`src/hw/rtl/bitmap_range_engine_assert.svh`:
```
// Assertion macros used by the checks in the engine's top level.
`ifndef BITMAP_RANGE_ENGINE_ASSERT_SVH
`define BITMAP_RANGE_ENGINE_ASSERT_SVH

// Same-cycle implication, disabled while reset is held.
`define BRG_ASSERT_IMPLY(lbl, ck, rstn, ante, cons, msg) \
  lbl: assert property (@(posedge ck) disable iff (!(rstn)) (ante) |-> (cons)) \
    else $error(msg);

// Next-cycle implication, disabled while reset is held.
`define BRG_ASSERT_NEXT(lbl, ck, rstn, ante, cons, msg) \
  lbl: assert property (@(posedge ck) disable iff (!(rstn)) (ante) |=> (cons)) \
    else $error(msg);

`endif

```
`src/hw/rtl/brg_pkg.sv`:
```
package brg_pkg;

  // Field widths of the command and result transfers.
  localparam int CMD_W   = 3;
  localparam int START_W = 12;
  localparam int COUNT_W = 13;
  localparam int TOTAL_W = 13;

  // Start plus count fits in SPAN_W bits; the byte index of any range end fits in BYTE_W.
  // SPAN_LIMIT is the farthest exclusive end that any command can reach.
  localparam int SPAN_W        = START_W + 2;
  localparam int SPAN_LIMIT    = (1 << START_W) + (1 << COUNT_W) - 2;
  localparam int BYTE_W        = SPAN_W - 3;
  localparam int MAX_CMD_BYTES = (SPAN_LIMIT + 7) / 8;

  // Command codes.
  localparam logic [CMD_W-1:0] CMD_SET             = 3'd0;
  localparam logic [CMD_W-1:0] CMD_CLEAR           = 3'd1;
  localparam logic [CMD_W-1:0] CMD_COUNT_SET       = 3'd2;
  localparam logic [CMD_W-1:0] CMD_COUNT_CLEAR     = 3'd3;
  localparam logic [CMD_W-1:0] CMD_COUNT_AND_SET   = 3'd4;
  localparam logic [CMD_W-1:0] CMD_COUNT_AND_CLEAR = 3'd5;

  // Byte constants.
  localparam logic [7:0] BYTE_ONES = 8'hFF;
  localparam logic [2:0] LAST_BIT  = 3'h7;

  // Queue between the front and the back.
  localparam int Q_DEPTH = 2;
  localparam int Q_PTR_W = $clog2(Q_DEPTH);

  // Number of set bits in each nibble value.
  localparam logic [2:0] NIBBLE_ONES [16] = '{
    3'd0, 3'd1, 3'd1, 3'd2, 3'd1, 3'd2, 3'd2, 3'd3,
    3'd1, 3'd2, 3'd2, 3'd3, 3'd2, 3'd3, 3'd3, 3'd4
  };

  typedef struct packed {
    logic [CMD_W-1:0]   command;
    logic [START_W-1:0] start_index;
    logic [COUNT_W-1:0] bit_count;
  } brg_in_t;

  typedef struct packed {
    logic [TOTAL_W-1:0] bit_total;
    logic               range_clipped;
  } brg_out_t;

  // Decoded command handed from the front to the back.
  typedef struct packed {
    logic              empty;
    logic              clipped;
    logic              do_count;
    logic              count_zero;
    logic              do_write;
    logic              write_set;
    logic [BYTE_W-1:0] first_byte;
    logic [BYTE_W-1:0] last_byte;
    logic [2:0]        first_off;
    logic [2:0]        last_off;
  } brg_desc_t;

  // Queue status seen by its neighbors.
  typedef struct packed {
    logic full;
    logic empty;
  } brg_q_stat_t;

  function automatic logic [3:0] popcount8(input logic [7:0] b);
    popcount8 = 4'(NIBBLE_ONES[b[7:4]]) + 4'(NIBBLE_ONES[b[3:0]]);
  endfunction

endpackage

```
`src/hw/rtl/brg_front.sv`:
```
module brg_front #(
  parameter int BITMAP_BITS = 4096
) (
  input  logic                clk,
  input  logic                rst_n,
  input  logic                accept,
  input  brg_pkg::brg_in_t    in_item,
  input  brg_pkg::brg_q_stat_t q_stat,
  output logic                push,
  output logic                stage_busy,
  output brg_pkg::brg_desc_t  desc
);
  import brg_pkg::*;

  localparam int LIMIT = (BITMAP_BITS < SPAN_LIMIT) ? BITMAP_BITS : SPAN_LIMIT;
  localparam logic [SPAN_W-1:0] LIMIT_V = SPAN_W'(LIMIT);

  logic              valid_r;
  logic              valid_nxt;
  brg_desc_t         desc_r;
  brg_desc_t         desc_nxt;

  logic              cmd_ok;
  logic              active;
  logic              start_past;
  logic [SPAN_W-1:0] start_ext;
  logic [SPAN_W-1:0] end_excl;
  logic [SPAN_W-1:0] eff_end;
  logic [SPAN_W-1:0] last_idx;

  // Decode the command, clip the range to the store and split it into byte bounds.
  always_comb begin
    desc_nxt   = '0;
    start_ext  = SPAN_W'(in_item.start_index);
    end_excl   = start_ext + SPAN_W'(in_item.bit_count);
    cmd_ok     = 1'b0;
    unique case (in_item.command)
      CMD_SET: begin
        cmd_ok             = 1'b1;
        desc_nxt.do_write  = 1'b1;
        desc_nxt.write_set = 1'b1;
      end
      CMD_CLEAR: begin
        cmd_ok            = 1'b1;
        desc_nxt.do_write = 1'b1;
      end
      CMD_COUNT_SET: begin
        cmd_ok            = 1'b1;
        desc_nxt.do_count = 1'b1;
      end
      CMD_COUNT_CLEAR: begin
        cmd_ok              = 1'b1;
        desc_nxt.do_count   = 1'b1;
        desc_nxt.count_zero = 1'b1;
      end
      CMD_COUNT_AND_SET: begin
        cmd_ok             = 1'b1;
        desc_nxt.do_count  = 1'b1;
        desc_nxt.do_write  = 1'b1;
        desc_nxt.write_set = 1'b1;
      end
      CMD_COUNT_AND_CLEAR: begin
        cmd_ok            = 1'b1;
        desc_nxt.do_count = 1'b1;
        desc_nxt.do_write = 1'b1;
      end
      default: begin
        cmd_ok = 1'b0;
      end
    endcase
    active              = cmd_ok && (in_item.bit_count != '0);
    start_past          = start_ext >= LIMIT_V;
    desc_nxt.clipped    = active && (end_excl > LIMIT_V);
    desc_nxt.empty      = !active || start_past;
    eff_end             = desc_nxt.clipped ? LIMIT_V : end_excl;
    last_idx            = eff_end - SPAN_W'(1);
    desc_nxt.first_byte = BYTE_W'(start_ext >> 3);
    desc_nxt.last_byte  = BYTE_W'(last_idx >> 3);
    desc_nxt.first_off  = start_ext[2:0];
    desc_nxt.last_off   = last_idx[2:0];
  end

  // One holding stage; it hands over as soon as the queue has room.
  assign push       = valid_r && !q_stat.full;
  assign stage_busy = valid_r && q_stat.full;
  assign desc       = desc_r;
  assign valid_nxt  = accept || (valid_r && !push);

  always_ff @(posedge clk) begin
    if (!rst_n) begin
      valid_r <= 1'b0;
    end else begin
      valid_r <= valid_nxt;
    end
  end

  always_ff @(posedge clk) begin
    if (accept) begin
      desc_r <= desc_nxt;
    end
  end

endmodule

```
`src/hw/rtl/brg_queue.sv`:
```
module brg_queue (
  input  logic                 clk,
  input  logic                 rst_n,
  input  logic                 push,
  input  brg_pkg::brg_desc_t   push_desc,
  input  logic                 pop,
  output brg_pkg::brg_desc_t   head_desc,
  output brg_pkg::brg_q_stat_t q_stat
);
  import brg_pkg::*;

  brg_desc_t          entry_r [Q_DEPTH];
  logic [Q_PTR_W-1:0] wr_ptr_r;
  logic [Q_PTR_W-1:0] wr_ptr_nxt;
  logic [Q_PTR_W-1:0] rd_ptr_r;
  logic [Q_PTR_W-1:0] rd_ptr_nxt;
  logic [Q_PTR_W:0]   cnt_r;
  logic [Q_PTR_W:0]   cnt_nxt;
  logic               do_push;
  logic               do_pop;

  assign q_stat.full  = cnt_r == (Q_PTR_W + 1)'(Q_DEPTH);
  assign q_stat.empty = cnt_r == '0;
  assign head_desc    = entry_r[rd_ptr_r];
  assign do_push      = push && !q_stat.full;
  assign do_pop       = pop && !q_stat.empty;

  // Pointer and fill updates.
  always_comb begin
    wr_ptr_nxt = do_push ? wr_ptr_r + Q_PTR_W'(1) : wr_ptr_r;
    rd_ptr_nxt = do_pop ? rd_ptr_r + Q_PTR_W'(1) : rd_ptr_r;
    cnt_nxt    = cnt_r + (Q_PTR_W + 1)'(do_push) - (Q_PTR_W + 1)'(do_pop);
  end

  always_ff @(posedge clk) begin
    if (!rst_n) begin
      wr_ptr_r <= '0;
      rd_ptr_r <= '0;
      cnt_r    <= '0;
    end else begin
      wr_ptr_r <= wr_ptr_nxt;
      rd_ptr_r <= rd_ptr_nxt;
      cnt_r    <= cnt_nxt;
    end
  end

  always_ff @(posedge clk) begin
    if (do_push) begin
      entry_r[wr_ptr_r] <= push_desc;
    end
  end

endmodule

```
`src/hw/rtl/brg_back.sv`:
```
module brg_back #(
  parameter int BITMAP_BITS = 4096
) (
  input  logic                 clk,
  input  logic                 rst_n,
  input  brg_pkg::brg_q_stat_t q_stat,
  input  brg_pkg::brg_desc_t   head_desc,
  output logic                 pop,
  output logic                 clearing,
  output logic                 out_valid,
  output brg_pkg::brg_out_t    out_result
);
  import brg_pkg::*;

  // Bytes beyond the reach of any command are never stored.
  localparam int STORE_BYTES = (BITMAP_BITS + 7) / 8;
  localparam int MEM_BYTES   = (STORE_BYTES < MAX_CMD_BYTES) ? STORE_BYTES : MAX_CMD_BYTES;
  localparam int AW          = (MEM_BYTES > 1) ? $clog2(MEM_BYTES) : 1;
  localparam logic [AW-1:0] LAST_ADDR = AW'(MEM_BYTES - 1);

  localparam logic [1:0] ST_CLEAR = 2'd0;
  localparam logic [1:0] ST_IDLE  = 2'd1;
  localparam logic [1:0] ST_RUN   = 2'd2;
  localparam logic [1:0] ST_WAIT  = 2'd3;

  logic [7:0]         mem [MEM_BYTES];
  logic [7:0]         mem_q_r;
  logic               mem_we;
  logic [AW-1:0]      mem_wa;
  logic [7:0]         mem_wd;

  logic [1:0]         state_r;
  logic [1:0]         state_nxt;
  logic [AW-1:0]      addr_r;
  logic [AW-1:0]      addr_nxt;
  logic [AW-1:0]      clr_addr_r;
  logic [AW-1:0]      clr_addr_nxt;
  brg_desc_t          cur_r;
  brg_desc_t          cur_nxt;
  logic [TOTAL_W-1:0] total_r;
  logic [TOTAL_W-1:0] total_nxt;
  logic [TOTAL_W-1:0] total_sum;
  logic               pend_r;
  logic               pend_nxt;
  logic               pend_first_r;
  logic               pend_first_nxt;
  logic               pend_last_r;
  logic               pend_last_nxt;
  logic [AW-1:0]      pend_addr_r;
  logic [AW-1:0]      pend_addr_nxt;
  logic               out_valid_r;
  logic               out_valid_nxt;
  brg_out_t           out_result_r;
  brg_out_t           out_result_nxt;

  logic [2:0]         lo_off;
  logic [2:0]         hi_off;
  logic [7:0]         byte_mask;
  logic [7:0]         counted;
  logic [3:0]         byte_ones;

  // Mask and count for the byte whose read data has just arrived.
  always_comb begin
    lo_off    = pend_first_r ? cur_r.first_off : 3'd0;
    hi_off    = pend_last_r ? cur_r.last_off : LAST_BIT;
    byte_mask = (BYTE_ONES >> lo_off) & (BYTE_ONES << (LAST_BIT - hi_off));
    counted   = cur_r.count_zero ? (byte_mask & ~mem_q_r) : (byte_mask & mem_q_r);
    byte_ones = cur_r.do_count ? popcount8(counted) : 4'd0;
    total_sum = total_r + TOTAL_W'(byte_ones);
  end

  // Sequencer: clear pass, command pickup, one byte read a cycle.
  always_comb begin
    state_nxt      = state_r;
    addr_nxt       = addr_r;
    clr_addr_nxt   = clr_addr_r;
    cur_nxt        = cur_r;
    total_nxt      = total_r;
    pend_nxt       = 1'b0;
    pend_first_nxt = 1'b0;
    pend_last_nxt  = 1'b0;
    pend_addr_nxt  = addr_r;
    out_valid_nxt  = 1'b0;
    out_result_nxt = out_result_r;
    pop            = 1'b0;
    mem_we         = 1'b0;
    mem_wa         = pend_addr_r;
    mem_wd         = cur_r.write_set ? (mem_q_r | byte_mask) : (mem_q_r & ~byte_mask);

    unique case (state_r)
      ST_CLEAR: begin
        mem_we = 1'b1;
        mem_wa = clr_addr_r;
        mem_wd = '0;
        if (clr_addr_r == LAST_ADDR) begin
          state_nxt = ST_IDLE;
        end else begin
          clr_addr_nxt = clr_addr_r + AW'(1);
        end
      end
      ST_IDLE: begin
        if (!q_stat.empty) begin
          pop       = 1'b1;
          cur_nxt   = head_desc;
          total_nxt = '0;
          if (head_desc.empty) begin
            out_valid_nxt                = 1'b1;
            out_result_nxt.bit_total     = '0;
            out_result_nxt.range_clipped = head_desc.clipped;
          end else begin
            addr_nxt  = AW'(head_desc.first_byte);
            state_nxt = ST_RUN;
          end
        end
      end
      ST_RUN: begin
        pend_nxt       = 1'b1;
        pend_addr_nxt  = addr_r;
        pend_first_nxt = addr_r == AW'(cur_r.first_byte);
        pend_last_nxt  = addr_r == AW'(cur_r.last_byte);
        if (addr_r == AW'(cur_r.last_byte)) begin
          state_nxt = ST_WAIT;
        end else begin
          addr_nxt = addr_r + AW'(1);
        end
      end
      ST_WAIT: begin
        if (pend_r && pend_last_r) begin
          state_nxt = ST_IDLE;
        end
      end
    endcase

    // Read-modify-write of the arriving byte and the final result.
    if (pend_r) begin
      total_nxt = total_sum;
      mem_we    = cur_r.do_write;
      if (pend_last_r) begin
        out_valid_nxt                = 1'b1;
        out_result_nxt.bit_total     = total_sum;
        out_result_nxt.range_clipped = cur_r.clipped;
      end
    end
  end

  always_ff @(posedge clk) begin
    if (!rst_n) begin
      state_r     <= ST_CLEAR;
      clr_addr_r  <= '0;
      pend_r      <= 1'b0;
      out_valid_r <= 1'b0;
    end else begin
      state_r     <= state_nxt;
      clr_addr_r  <= clr_addr_nxt;
      pend_r      <= pend_nxt;
      out_valid_r <= out_valid_nxt;
    end
  end

  always_ff @(posedge clk) begin
    addr_r       <= addr_nxt;
    cur_r        <= cur_nxt;
    total_r      <= total_nxt;
    pend_first_r <= pend_first_nxt;
    pend_last_r  <= pend_last_nxt;
    pend_addr_r  <= pend_addr_nxt;
    out_result_r <= out_result_nxt;
  end

  // Bitmap memory: one write port, one registered read port.
  always_ff @(posedge clk) begin
    if (mem_we) begin
      mem[mem_wa] <= mem_wd;
    end
    mem_q_r <= mem[addr_r];
  end

  assign clearing   = state_r == ST_CLEAR;
  assign out_valid  = out_valid_r;
  assign out_result = out_result_r;

endmodule

```
`src/hw/rtl/bitmap_range_engine.sv`:
```
// Range set, clear and population count over a bitmap of BITMAP_BITS bits, index 0
// being the most significant bit of byte 0. A command is taken when start is high and
// busy is low; each command gives exactly one result, shown on out_result for one cycle
// with out_valid high, and the receiver must take it then since it cannot stall. A
// command walks its range one memory byte per cycle; commands with nothing to do are
// answered at pickup without reading the memory. A holding stage and a two-entry queue
// let up to three further commands be taken while one is worked on. After reset the
// memory (512 bytes at the default size, at most 1536) is swept to zero, one byte a
// cycle, and busy stays high until the sweep is done.
module bitmap_range_engine #(
  parameter int BITMAP_BITS = 4096
) (
  input  logic              clk,
  input  logic              rst_n,
  input  logic              start,
  output logic              busy,
  input  brg_pkg::brg_in_t  in_item,
  output logic              out_valid,
  output brg_pkg::brg_out_t out_result
);
  import brg_pkg::*;

  logic         in_xfer;
  logic         push;
  logic         stage_busy;
  logic         pop;
  logic         clearing;
  brg_desc_t    front_desc;
  brg_desc_t    head_desc;
  brg_q_stat_t  q_stat;

  assign busy    = clearing || stage_busy;
  assign in_xfer = start && !busy;

  // Classify commands and clip ranges.
  brg_front #(
    .BITMAP_BITS(BITMAP_BITS)
  ) u_front (
    .clk       (clk),
    .rst_n     (rst_n),
    .accept    (in_xfer),
    .in_item   (in_item),
    .q_stat    (q_stat),
    .push      (push),
    .stage_busy(stage_busy),
    .desc      (front_desc)
  );

  // Decoupling queue.
  brg_queue u_queue (
    .clk      (clk),
    .rst_n    (rst_n),
    .push     (push),
    .push_desc(front_desc),
    .pop      (pop),
    .head_desc(head_desc),
    .q_stat   (q_stat)
  );

  // Memory walk and result.
  brg_back #(
    .BITMAP_BITS(BITMAP_BITS)
  ) u_back (
    .clk       (clk),
    .rst_n     (rst_n),
    .q_stat    (q_stat),
    .head_desc (head_desc),
    .pop       (pop),
    .clearing  (clearing),
    .out_valid (out_valid),
    .out_result(out_result)
  );

  // Checks on the internal hand-offs.
  `include "bitmap_range_engine_assert.svh"

  `BRG_ASSERT_IMPLY(a_no_result_in_clear, clk, rst_n, clearing, !out_valid, "result in clear")
  `BRG_ASSERT_IMPLY(a_no_push_when_full, clk, rst_n, push, !q_stat.full, "push into full queue")
  `BRG_ASSERT_NEXT(a_push_fills_queue, clk, rst_n, push, !q_stat.empty, "queue empty after push")
  `BRG_ASSERT_IMPLY(a_total_bound, clk, rst_n, out_valid, int'(out_result.bit_total) <= BITMAP_BITS, "total")

endmodule
```
`config.mk`:
```
export PLATFORM = sky130hd
export DESIGN_NAME = bitmap_range_engine
export DESIGN_NICKNAME = d
export VERILOG_FILES = /design/src/hw/rtl/brg_pkg.sv /design/src/hw/rtl/brg_front.sv /design/src/hw/rtl/brg_queue.sv /design/src/hw/rtl/brg_back.sv /design/src/hw/rtl/bitmap_range_engine.sv
export VERILOG_INCLUDE_DIRS = /design/src /design/src/hw/rtl
export SDC_FILE = /design/constraint.sdc
export NUM_CORES = 2
export LEC_CHECK = 0
export CAP_MARGIN = 10
export CELL_PAD_IN_SITES_DETAIL_PLACEMENT = 1
export CELL_PAD_IN_SITES_GLOBAL_PLACEMENT = 2
export CORE_MARGIN = 3
export CORE_UTILIZATION = 46
export CTS_CLUSTER_SIZE = 20
export DETAILED_ROUTE_END_ITERATION = 12
export DONT_BUFFER_PORTS = 1
export PLACE_DENSITY_LB_ADDON = 0.1
export SETUP_SLACK_MARGIN = 0.05
export SLEW_MARGIN = 10
export SYNTH_ARGS = -nofsm -noshare
export SYNTH_HDL_FRONTEND = slang
export SYNTH_MEMORY_MAX_BITS = 65536
export SYNTH_SLANG_ARGS = --single-unit
```
`constraint.sdc`:
```
create_clock -name clk -period 17.4 [get_ports clk]
set_input_delay 5.22 -clock clk [delete_from_list [all_inputs] [get_ports clk]]
set_output_delay 5.22 -clock clk [all_outputs]
set_load 0.01 [all_outputs]
```
# Word level (Yosys, flattened, before mapping)
# Memory sizes are Yosys's and may differ from the RTL's. A register that Yosys moved wholly into a read port is not among the register bits.
# Cells that the tools add are included.
# W data, S select, Z words.
# word_totals
ff_bits	126
wordCells	166
in_bits	31
n_memories	4
rom_bits	96
ramBits	4160
# classes
add_sub_neg	11
n_shift	2
n_mux	51
magnitude_cmp	3
bitwise_logic	11
reduce_logical	31
eq_ne	19
# memory_table
memory	depth	word_bits	read_ports	rd_ports_with_merged_regs	wr	line	rtl
u_back.mem	512	8	1	1	1	brg_back.sv:26	logic [7:0] mem [MEM_BYTES];
u_queue.entry_r	2	32	1	1	1	brg_queue.sv:12	brg_desc_t entry_r [Q_DEPTH];
(no name shown)	16	3	1	0	0	brg_pkg.sv:70	popcount8 = 4'(NIBBLE_ONES[b[7:4]]) + 4'(NIBBLE_ONES[b[3:0]]);
(no name shown)	16	3	1	0	0	brg_pkg.sv:70	
# ops
op	n
$mux W14	6
$mux W13	3
$mux W9	4
$and A8 B8 Y8	4
$mux W8	3
$mux W1	21
$add A9 B1 Y9 const B	2
$eq A9 B9 Y1	2
$mux W3	6
$pmux W9 S2	1
$not A8 Y8	2
$add A12 B13 Y14	1
$gt A14 B13 Y1 const B	1
$sub A14 B1 Y14 const B	1
$add A13 B4 Y13	1
$reduce_bool A13 Y1	1
$ge A5 B5 Y1 const B	2
$mux W2	5
$not A4 Y5	2
$eq A9 B9 Y1 const B	1
$logic_and A1 B1 Y1	9
$ne A2 B2 Y1 const B	4
$or A8 B8 Y8	1
$pmux W2 S4	1
other kinds (26)	44

# Depth between registers and ports, before layout
# logic_depth
depth_word	15
mapped_depth	21

# Hierarchy
# From an unflattened synthesis, not the netlist that was laid out.
# unflattened
hier_cells	8093
area_unflattened_um2	168793.1
# by_module_without_submodules
module	cells_each	area_per_inst_um2	instances	seq_area_each_um2
brg_back	7762	163793.3	1	125450.3
brg_queue	133	2842.7	1	2142.1
brg_front	196	2143.3	1	980.9
bitmap_range_engine	2	13.8	1	0.0

# Worst setup path after synthesis
# Ideal clock, no wire load.
# synth_path
path_kind	flip-flop to flip-flop
startpoint	register u_back.state_r[0]
endpoint	memory u_back.mem[0][0] (data pin)
required_time_ps	14460
path_buffers	3
slack_ps	-463
arrival_time_ps	14923
period_less_slack_ps	17863
path_stages_with_launch	7
path_cell_list	dfxtp_1 > inv_1 > ha_1 > clkbuf_1 > buf_1 > clkbuf_1 > a21oi_1
# synth_via
elab_chain_cells	2
# synth_lines
item	line	rtl
from (decl)	brg_back.sv:32	logic [1:0] state_r;
from (signal assigned)	brg_back.sv:153	state_r <= state_nxt;
$logic_not A2 Y1	brg_back.sv:90	unique case (state_r)
$mux W8	brg_back.sv:90	
net u_back.mem_wd[0]	brg_back.sv:30	logic [7:0] mem_wd;
to (decl)	brg_back.sv:26	
# The timed path passes the listed nets, and every way through them passes these cells.

==> results.md <==
- Die area: ~370000 um2
- Vias in the first global route: between 80k and 90k
- Cell Area, Synth: 166000 um2
- Crit end category: flip-flop
- Clock transition at path regs: 0.05 ns
- Post-DP Area: 172000 um2
- Hold Crit Class: reg -> reg
- Per-cell routed wire length: between 30 and 40 um
- Slew Limit Headroom: roughly an eighth
- Hold-fix buffers, CTS: 0
- Routed WL: 481000 um
- GR Util met1: 37.8%
- Met2 GRT Util: 41.6%
- Status: complete, no violations
- Yosys reg bits: between 4k and 5k
- DR iter-0 viols: ~9.4k
- GRT Overall Usage: 25.9%
- Sequential area share after synthesis: around 77%
- Most common cell after layout, fill and taps aside: edfxtp_1
- Warnings from Yosys: 0
- Clock Skews: 0.0502 ns
- Die height: ~610 um
- # H-tree levels: 5
- Post-CTS resize count: 0
- Max Clock Freq: about 120 MHz
- Synth Net Count: 7804
- Reg2reg start: u_back.addr_r[0]
- Global-route wire length before repair: 678000 um
- Synth area leader: edfxtp_1
- Routed Antenna Nets: 0
- Power Density: 149 nW/um2
- Leakage: 0.0586 uW
- Worst VDD drop: 0.200 mV
- Std-Cell Rows: 220
- Synth unique cells: 74
- RSZ-0062 raised after global routing: false
- Worst-path maximum fanout: 6
- Slowest CP cell: o2111ai_1
- Setup TNS: 0 ns
- Initial antenna violation count: 27
- Residual DRC: 0
- Ys flop type: edfxtp_1
- Tightest Pin Transition: ~1.3 ns
- Hold Startpoint: u_front.desc[31]
- Worst Path Arrival: 8.94 ns
- Cts bufs inserted: 450
- # IOs: 47
- CTS tree: done
- Max-slew violations: 0
- Setup CP Type: in -> reg
- Most frequent cells in the layout: edfxtp_1, mux4_2, nor2_1, clkbuf_16, buf_4
- Critical path launch point: in_item[0]
- Post-CTS setup buffers: 0
- Mapped Cells: 7736
- Crit path cell chain: ha_1 > inv_1 > fa_1 > nor2b_1 > o2111ai_1 > nand4_1 > a32oi_1 > mux2i_1 > nor2b_1 > nand2_2 > nand2_1 > ha_1 > nand2_1 > a211o_1 > nor3_1 > nand2b_1 > xor2_1 > o21ai_1
- Nets: between 7k and 8k
- Tcrit/Tclk final: 47.5%
- Largest net degree at the start of global routing: 217
- Max Root-Sink Buffers: 4
- Effective utilization at floorplan: 46.3%
- Grt ovf: 0
- Setup Viol. Count Final: 0
- Yosys top cell area share: 76.5%
- Root Driver: clkbuf_16
- Final min period: 8.26 ns
- Max-cap violations: 0
- Post-synth EDFFs: 4237
- Routed vias: 81.6k
- Core Area: ~360000 um2
- Dpl hpwl: 282000 um
- Met3 Track Usage GR: 3.62%
- Worst-Skew Late Latency: 0.97 ns
- Top Usage Layer GRT: met2
- PortBufs: 0
- GPL Wtd Cong: 0.788
- Worst Path Buf+Inv: 1
- TritonCTS Sinks: ~4.3k
- Die Wd: 607 um
- Synth-to-Final Area Change: 12.2%
- Hold slack final: between 0.4 and 0.5 ns
- Worst EP required: 18.09 ns
- Layout cells sized above 1: 24.5%
- Placed cell count: 12.2k
- Fin cells: 13.1k
- Largest stage delay on the critical path: 0.37 ns
- Drt first pass iters: 5
- Cell class contributing the biggest share of worst-path delay: simple AND/OR/NAND/NOR gates
- Asr flop ratio synth: 0%
- Top cells by area, synth: edfxtp_1, mux4_2, nor2_1
- Post-route cell area: between 150000 and 200000 um2
- Vias/cell: 6.24
- Mean Syn Cell Area: between 20 and 25 um2
- Critical Path Source Type: input port
- Final Hold Fails: 0
==> kinds of logic after synthesis <==
group                    synth area share (%)
adder cells (fa/ha/maj)                 0.292
buffers and inverters                    1.47
XOR/XNOR                                0.374
AO/OA/AOI/OAI                            2.64
multiplexers                             15.7
AND/OR/NAND/NOR                          2.48
flip-flops                               77.1
==> cell usage after synthesis, drive strengths merged, types with 4 or more instances <==
cell,n
o22ai,49
nand2b,15
o211ai,12
a221oi,63
a31oi,15
nand3b,7
xor2,26
nor2,613
a21o,9
clkbuf,249
nor3,41
dfxtp,52
edfxtp,4237
a311oi,5
nand3,56
mux2,37
o311ai,5
o21a,6
o31a,4
nor2b,20
mux4,1089
o21ai,51
a22oi,161
o31ai,4
buf,215
and3,11
inv,34
o221ai,12
nor4,9
a211oi,17
xnor2,45
a211o,4
nand2,148
ha,34
mux2i,111
and2,25
nand4,15
a22o,59
a21oi,129
==> state kept, by name, indices dropped and copies added (netlist names), 2 cells and up, named ones only <==
name	cells
u_front.desc	30
u_back.addr_r	9
u_back.state_r	2
u_back.total_r	13
u_back.out_result	14
u_queue.cnt_r	2
u_back.mem	4096
u_queue.entry_r	60
u_back.cur_r	29
u_back.clr_addr_r	9
u_back.pend_addr_r	9
u_back.mem_q_r	8
==> layer usage <==
layer	vias to the layer above	routed length [um]	part of all wire, %
met3	593	32800	6.8
met4	4	12400	2.6
met1	45171	203000	42
li1	32790	-	-
met5	-	27	0.0056
met2	3044	233000	48
==> cell type report <==
cell class	count	area [um2]
fill	30930	173000
sequential	4289	128000
multi-input combinational	2947	36000
clock buffer	553	11900
tap	4773	5970
clock inverter	283	2710
timing repair buffer	193	1690
inverter	36	138
antenna	11	27.5
==> final timing paths <==
check                                         endpoint  slack, ns  depth (start not counted)
worst min register to register  u_queue.entry_r[1][29]       0.45                          0
worst max register to register       u_back.mem_q_r[2]      10.29                         12
worst max-delay path                  u_front.desc[13]       9.14                         18
worst min-delay path            u_queue.entry_r[1][29]       0.45                          0
==> power breakdown <==
part	internal [uW]	leakage [uW]	total, uW	switching, uW
Sequential	12200	0.0396	12300	78.1
Clock	5580	0.00717	9590	4020
Combinational	1830	0.0119	6030	4200
Total	19600	0.0586	27900	8300
==> per-stage QoR <==
step | util (%) | power, uW | worst slack (ns)
floorplan | - | 16200 | 1.74
global placement | 47.8 | 18500 | 8.17
detailed placement | 47.8 | 18600 | 8.23
CTS | 51.9 | 28100 | 9.24
global route | 51.9 | 28800 | 8.82
finish | 51.9 | 27900 | 9.14
Note: power is estimated with default switching activity, not from simulation.
